--- config.mk ---
export PLATFORM = sky130hd
export DESIGN_NAME = radix_number_syntax_checker_core
export DESIGN_NICKNAME = d
export VERILOG_FILES = /design/src/rnsc_pkg.sv /design/src/radix_number_syntax_checker_core.sv
export SDC_FILE = /design/constraint.sdc
export NUM_CORES = 1
export LEC_CHECK = 0
export BUFFER_PORTS_ARGS = -buffer_cell sky130_fd_sc_hd__buf_4
export CAP_MARGIN = 30
export CORE_AREA = 2 2 79 81
export DETAILED_ROUTE_END_ITERATION = 8
export DIE_AREA = 0 0 81 83
export GPL_TIMING_DRIVEN = 0
export PLACE_DENSITY = 0.77
export SYNTH_ARGS = -nofsm -noshare
export SYNTH_HDL_FRONTEND = slang
export SYNTH_SLANG_ARGS = --single-unit
--- constraint.sdc ---
create_clock -name clock -period 6.3 [get_ports clock]
set_input_delay 0.315 -clock clock [delete_from_list [all_inputs] [get_ports clock]]
set_output_delay 0.315 -clock clock [all_outputs]
set_load 0.01 [all_outputs]
--- src/rnsc_pkg.sv ---
`default_nettype none

package rnsc_pkg;

   localparam int BASE_W  = 9;
   localparam int DIGIT_W = 10;
   localparam int KIND_W  = 3;

   localparam logic [BASE_W-1:0] BASE_MIN   = BASE_W'(2);
   localparam logic [BASE_W-1:0] BASE_MAX   = BASE_W'(500);
   localparam logic [BASE_W-1:0] BASE_RESET = BASE_W'(10);

   localparam logic [KIND_W-1:0] TOKEN_DIGIT = KIND_W'(0);
   localparam logic [KIND_W-1:0] TOKEN_POINT = KIND_W'(1);
   localparam logic [KIND_W-1:0] TOKEN_OPEN  = KIND_W'(2);
   localparam logic [KIND_W-1:0] TOKEN_CLOSE = KIND_W'(3);

   localparam logic CSR_SOURCE_BASE = 1'b0;
   localparam logic CSR_TARGET_BASE = 1'b1;

   typedef enum logic [2:0] {
      PH_INT        = 3'd0,
      PH_AFTER_PT   = 3'd1,
      PH_FRAC       = 3'd2,
      PH_AFTER_OPEN = 3'd3,
      PH_PERIOD     = 3'd4
   } phase_type;

   typedef enum logic [3:0] {
      ERR_NONE         = 4'd0,
      ERR_SOURCE_BASE  = 4'd1,
      ERR_TARGET_BASE  = 4'd2,
      ERR_DIGIT        = 4'd3,
      ERR_SECOND_POINT = 4'd4,
      ERR_SECOND_OPEN  = 4'd5,
      ERR_OPEN_NO_PT   = 4'd6,
      ERR_CLOSE_NO_OPN = 4'd7,
      ERR_EMPTY_PERIOD = 4'd8,
      ERR_AFTER_CLOSE  = 4'd9,
      ERR_UNKNOWN      = 4'd10,
      ERR_UNCLOSED     = 4'd11,
      ERR_EMPTY_FRAC   = 4'd12,
      ERR_NO_INTEGER   = 4'd13
   } err_type;

endpackage

`default_nettype wire

--- src/radix_number_syntax_checker_core.sv ---
// Checks the syntax of a number in a programmable radix, one token per request. A request
// carries a token kind (digit, point, open or close period bracket), a digit value and a
// last-token flag. The first error is held and later tokens are ignored; the request marked
// last returns one response with number_ok, a dense error code and, for a digit that is too
// large, the offending digit value. Requests that are not last return nothing. Both radix
// registers must lie in 2..500 and are checked before every token; write them only while
// no number is in progress. The block takes one request per cycle and answers a last token in
// the next cycle, from a single response register. While that register holds
// a response that is stalled, requests that are not last are still taken; a last token
// waits.
`default_nettype none

module radix_number_syntax_checker_core (
   input  wire                             clock,
   input  wire                             reset,
   input  wire                             csr_write_enable,
   input  wire                             csr_index,
   input  wire [rnsc_pkg::BASE_W-1:0]      csr_write_data,
   input  wire                             req_valid,
   output logic                            req_stall,
   input  wire [rnsc_pkg::KIND_W-1:0]      req_token_kind,
   input  wire [rnsc_pkg::DIGIT_W-1:0]     req_digit_value,
   input  wire                             req_last_token,
   output logic                            rsp_valid,
   input  wire                             rsp_stall,
   output logic                            rsp_number_ok,
   output logic [3:0]                      rsp_error_code,
   output logic [rnsc_pkg::DIGIT_W-1:0]    rsp_bad_digit
);
   import rnsc_pkg::*;

   logic [BASE_W-1:0]  source_base_ff;
   logic [BASE_W-1:0]  target_base_ff;

   phase_type          phase_ff, phase_in;
   logic               point_seen_ff, point_seen_in;
   logic               open_seen_ff, open_seen_in;
   logic               close_seen_ff, close_seen_in;
   logic               int_digit_ff, int_digit_in;
   err_type            latched_error_ff, latched_error_in;
   logic [DIGIT_W-1:0] latched_digit_ff, latched_digit_in;

   logic               rsp_valid_ff, rsp_valid_in;
   logic               rsp_number_ok_ff;
   err_type            rsp_error_code_ff;
   logic [DIGIT_W-1:0] rsp_bad_digit_ff;

   logic               accept;
   logic               src_ok;
   logic               tgt_ok;
   err_type            err_tok;
   err_type            err_final;

   // The digit that caused a digit error, before the end-of-number clear wipes it.
   function automatic logic [DIGIT_W-1:0] latched_digit_in_pre();
      logic [DIGIT_W-1:0] d;
      d = latched_digit_ff;
      if (latched_error_ff == ERR_NONE) begin
         d = req_digit_value;
      end
      return d;
   endfunction

   // Only a last token needs the response register, so only it waits on a stalled response.
   assign req_stall = rsp_valid_ff & rsp_stall & req_last_token;
   assign accept    = req_valid & ~req_stall;

   assign src_ok = (source_base_ff >= BASE_MIN) && (source_base_ff <= BASE_MAX);
   assign tgt_ok = (target_base_ff >= BASE_MIN) && (target_base_ff <= BASE_MAX);

   always_ff @(posedge clock) begin
      if (reset) begin
         source_base_ff <= BASE_RESET;
         target_base_ff <= BASE_RESET;
      end else if (csr_write_enable) begin
         case (csr_index)
            CSR_SOURCE_BASE: source_base_ff <= csr_write_data;
            CSR_TARGET_BASE: target_base_ff <= csr_write_data;
            default: ;
         endcase
      end
   end

   always_comb begin
      phase_in         = phase_ff;
      point_seen_in    = point_seen_ff;
      open_seen_in     = open_seen_ff;
      close_seen_in    = close_seen_ff;
      int_digit_in     = int_digit_ff;
      latched_digit_in = latched_digit_ff;
      err_tok          = latched_error_ff;

      if (latched_error_ff == ERR_NONE) begin
         if (!src_ok) begin
            err_tok = ERR_SOURCE_BASE;
         end else if (!tgt_ok) begin
            err_tok = ERR_TARGET_BASE;
         end else begin
            case (req_token_kind)
               TOKEN_DIGIT: begin
                  if (req_digit_value >= {1'b0, source_base_ff}) begin
                     err_tok          = ERR_DIGIT;
                     latched_digit_in = req_digit_value;
                  end else if (phase_ff == PH_INT) begin
                     int_digit_in = 1'b1;
                  end else if (phase_ff == PH_AFTER_PT) begin
                     phase_in = PH_FRAC;
                  end else if (phase_ff == PH_AFTER_OPEN) begin
                     phase_in = PH_PERIOD;
                  end
               end
               TOKEN_POINT: begin
                  if (point_seen_ff) begin
                     err_tok = ERR_SECOND_POINT;
                  end else begin
                     point_seen_in = 1'b1;
                     phase_in      = PH_AFTER_PT;
                  end
               end
               TOKEN_OPEN: begin
                  if (open_seen_ff) begin
                     err_tok = ERR_SECOND_OPEN;
                  end else if (!point_seen_ff) begin
                     err_tok = ERR_OPEN_NO_PT;
                  end else begin
                     open_seen_in = 1'b1;
                     phase_in     = PH_AFTER_OPEN;
                  end
               end
               TOKEN_CLOSE: begin
                  if (!open_seen_ff) begin
                     err_tok = ERR_CLOSE_NO_OPN;
                  end else if (phase_ff != PH_PERIOD) begin
                     err_tok = ERR_EMPTY_PERIOD;
                  end else begin
                     close_seen_in = 1'b1;
                     if (!req_last_token) begin
                        err_tok = ERR_AFTER_CLOSE;
                     end
                  end
               end
               default: err_tok = ERR_UNKNOWN;
            endcase
         end
      end

      // End-of-number checks look at the state as this token leaves it.
      err_final = err_tok;
      if (err_tok == ERR_NONE) begin
         if (open_seen_in && !close_seen_in) begin
            err_final = ERR_UNCLOSED;
         end else if (point_seen_in && phase_in == PH_AFTER_PT) begin
            err_final = ERR_EMPTY_FRAC;
         end else if (!int_digit_in) begin
            err_final = ERR_NO_INTEGER;
         end
      end

      latched_error_in = err_tok;
      if (req_last_token) begin
         phase_in         = PH_INT;
         point_seen_in    = 1'b0;
         open_seen_in     = 1'b0;
         close_seen_in    = 1'b0;
         int_digit_in     = 1'b0;
         latched_error_in = ERR_NONE;
         latched_digit_in = '0;
      end

      rsp_valid_in = rsp_valid_ff & rsp_stall;
      if (accept && req_last_token) begin
         rsp_valid_in = 1'b1;
      end
   end

   always_ff @(posedge clock) begin
      if (reset) begin
         phase_ff         <= PH_INT;
         point_seen_ff    <= 1'b0;
         open_seen_ff     <= 1'b0;
         close_seen_ff    <= 1'b0;
         int_digit_ff     <= 1'b0;
         latched_error_ff <= ERR_NONE;
         latched_digit_ff <= '0;
         rsp_valid_ff     <= 1'b0;
      end else begin
         if (accept) begin
            phase_ff         <= phase_in;
            point_seen_ff    <= point_seen_in;
            open_seen_ff     <= open_seen_in;
            close_seen_ff    <= close_seen_in;
            int_digit_ff     <= int_digit_in;
            latched_error_ff <= latched_error_in;
            latched_digit_ff <= latched_digit_in;
         end
         rsp_valid_ff <= rsp_valid_in;
      end
   end

   always_ff @(posedge clock) begin
      if (accept && req_last_token) begin
         rsp_number_ok_ff  <= (err_final == ERR_NONE);
         rsp_error_code_ff <= err_final;
         rsp_bad_digit_ff  <= (err_final == ERR_DIGIT) ? latched_digit_in_pre() : '0;
      end
   end

   assign rsp_valid      = rsp_valid_ff;
   assign rsp_number_ok  = rsp_number_ok_ff;
   assign rsp_error_code = rsp_error_code_ff;
   assign rsp_bad_digit  = rsp_bad_digit_ff;

endmodule

`default_nettype wire

==> flow_summary_export.csv <==
group,metric,value,unit
status,status,"finished, final reports clean",
placement,gp_congestion,0.928,
cts,cts_sinks,55,
synthesis,avgSynthCellArea,8.21,sq um
placement,dp_slack,3.11,ns
sta,layout_setup_ws,3.08,ns
sta,rsz0062_at_grt,"false",
final_layout,drive_gt1_share,14.4,%
cts,cts-htree-levels,2,
detailed_routing,routed.top_layer,"met4",
sta,fin_tns_setup,0,ns
sta,worstMarginPinSlew,1.04,ns
sta,period_share,51.2,%
worst_setup_path,crit_slowest_cell,"a31oi_1",
synthesis,syn_nets,385,
grt,grt_max_degree,17,
worst_setup_path,crit_chain,"inv_1 -> ha_1 -> nand4b_1 -> o31ai_1 -> o21ai_0 -> a31oi_1 -> nor2_1 -> or3b_1 -> clkbuf_1 -> a21oi_1",
sta,hold_viol,0,
detailed_routing,vias_per_cell,5.85,
cts,clock-root-buffer,"clkbuf_8",
worst_setup_path,crit_path_max_fanout,10,
synthesis,netlist_instances,347,
sta,min_period,3.22,ns
worst_setup_path,crit_cells,10,
grt,grt_antenna_before_repair,0,
power,peakVddDrop,125,uV
floorplanning,initial_core_util,49.0,%
synthesis,yosysSeqAreaShare,43.9,%
sta,skew,0.00735,ns
sta,drv_slew,0,
power,p_leak,1.31,nW
sta,relSlewSlack,29.1,%
hold_path,worstHoldPathCells,2,
job,cap_violations,0,
cts,insertion_delay,0.31,ns
worst_setup_path,required,6.45,ns
final_layout,n_fill_cell,544,
detailed_routing,num_vias,2760,
synthesis,yosys.area.top_type,"dfxtp_1",
worst_setup_path,critPathKind,"flip-flop to flip-flop",
floorplanning,ioPinCount,46,
cts,numCtsBuffers,5,
detailed_routing,wl_met3,450,um
floorplanning,dieWidth,81,um
worst_setup_path,worst-path-buf-inv,2,
sta,fmax,0.310,GHz
cts,post_cts_resized,0,
cts,cts_tree,"built",
power,cellPowerDensity,216,nW/um^2
worst_setup_path,crit_path_start_kind,"flip-flop",
grt,grt_pass1_vias,2476,
synthesis,yosysWarnings,0,
worst_setup_path,critPathTopFamily,"compound AO/OA/AOI/OAI gates",
detailed_routing,drc,0,
grt,grtUsageTotal,21.2,%
final_layout,area_growth,17.7,%
cts,cts_setup_buffers,0,
cts,ctsHoldBuffers,0,
synthesis,synth-main-ff-cell,"dfxtp_1",
cts,cts.clk_slew.worst_paths,0.10,ns
cts,clock_path_buffers,2,
floorplanning,die-area,6720,sq um
grt,grt_pass1_wl,11400,um
synthesis,synth_edf_count,15,
detailed_routing,drt_first_pass_iters,5,
worst_setup_path,slowest_delay,0.48,ns
worst_setup_path,end_kind,"flip-flop",
floorplanning,die_y,83,um
placement,dpl.hpwl,5190,um
synthesis,async_reset_ff_share,0,%
worst_setup_path,r2r_cells,10,
detailed_routing,drt_iter0_drc,216,
synthesis,synth_top_cell_area_share,28.1,%
detailed_routing,wl_met1,3120,um
final_layout,nNetsFinal,434,
detailed_routing,wl,6990,um
floorplanning,core-area,5820,sq um
sta,setup_violations,0,
final_layout,diodes,0,
hold_path,min_path_type,"primary input to flip-flop",
detailed_routing,wl_met2,3360,um
detailed_routing,ant_nets,0,
grt,overflow,0,
synthesis,ys_types,55,
floorplanning,rows,28,
worst_setup_path,crit_arrival,3.38,ns
synthesis,yosys-top-cells-area,"dfxtp_1 (28%), edfxtp_1 (16%), nand2_1 (9.5%), a21oi_1 (6.9%), ha_1 (4.0%)",
placement,numPortBuffers,42,
synthesis,syn_area,2850,sq um
final_layout,final_util,57.7,%
detailed_routing,routedWlPerCell,14.8,um
synthesis,yosys_register_bits,55,
kinds of logic after synthesis:
group / after synthesis / synth area share (%)
AND/OR/NAND/NOR: 158 / 27.1
AO/OA/AOI/OAI: 91 / 20.2
adder cells (fa/ha/maj): 9 / 3.95
flip-flops: 55 / 43.9
buffers and inverters: 33 / 4.35
multiplexers: 1 / 0.527
area by class of cell:
cell class | count | area, sq um | share of cell area, %
Buffer | 17 | 63.8 | 1.90
Clock buffer | 7 | 86.3 | 2.57
Clock inverter | 1 | 8.76 | 0.261
Inverter | 16 | 60.1 | 1.79
Multi-Input combinational cell | 259 | 1470 | 44.0
Sequential cell | 55 | 1250 | 37.3
Tap cell | 75 | 93.8 | 2.80
Timing Repair Buffer | 42 | 315 | 9.40
synthesized netlist by cell type, drive strengths merged (2+ instances only):
cell type   n
o21ai      10
nor2b       7
a22oi      12
and3        3
nor4        5
a21o        4
nand4       2
nand3       4
ha          9
dfxtp      40
nand2      73
nand2b      4
nor3       10
inv        16
a21oi      40
nor4b       2
edfxtp     15
or3         3
nand4b      4
clkbuf     16
nor2       30
a211o       3
nand3b      2
a31oi       5
and2        5
through the flow:
stage	power (mW)	std cells	area [sq um]	hold WS, ns
2_1_floorplan	0.477	347	2850	0.433
3_3_place_gp	0.522	464	3260	0.451
3_5_place_dp	0.526	464	3260	0.458
4_1_cts	0.728	472	3350	0.214
5_1_grt	0.757	472	3350	0.223
6_report	0.725	472	3350	0.223
layer usage:
metal	track usage (%)	up-vias
li1	-	1328
met3	3.26	6
met2	34.4	107
met4	5.86	0
met1	29.1	1319
met5	0	-
where the power goes:
group          internal (mW)  switching [mW]
clock network         0.0904           0.114
registers              0.378         0.00912
logic                 0.0528          0.0803
flip-flops by register name, indices dropped and copies added (netlist names):
name              flops
latched_digit_ff     10
rsp_bad_digit        10
source_base_ff        9
target_base_ff        9
latched_error_ff      4
rsp_error_code        4
phase_ff              3
close_seen_ff         1
int_digit_ff          1
open_seen_ff          1
point_seen_ff         1
rsp_number_ok         1
rsp_valid             1
placed cells by master (no fill, tap or decap), drive strengths merged, types with 12 or more instances in the layout:
master  count
nand2      73
inv        16
edfxtp     15
clkbuf     23
nor2       30
a21oi      40
a22oi      12
buf        43
dfxtp      40
worst reg2reg max path, stage by stage (launching register included):
cell and delay, ns:
dfxtp_1 0.39, inv_1 0.06, ha_1 0.29, nand4b_1 0.13, o31ai_1 0.46, o21ai_0 0.29
a31oi_1 0.48, nor2_1 0.09, or3b_1 0.40, clkbuf_1 0.24, a21oi_1 0.22
worst paths after layout:
| check | from | to | slack (ns) |
|---|---|---|---|
| setup / recovery | source_base_ff[7]$_SDFFE_PP0P_ | rsp_bad_digit[9]$_SDFFCE_PP0P_ | 3.08 |
| hold / removal | csr_write_data[3] | source_base_ff[3]$_SDFFE_PP1P_ | 0.22 |
| setup reg to reg | source_base_ff[7]$_SDFFE_PP0P_ | rsp_bad_digit[9]$_SDFFCE_PP0P_ | 3.08 |
| hold reg to reg | target_base_ff[0]$_SDFFE_PP0P_ | target_base_ff[0]$_SDFFE_PP0P_ | 0.47 |
Power figures use the tool's default switching activity.
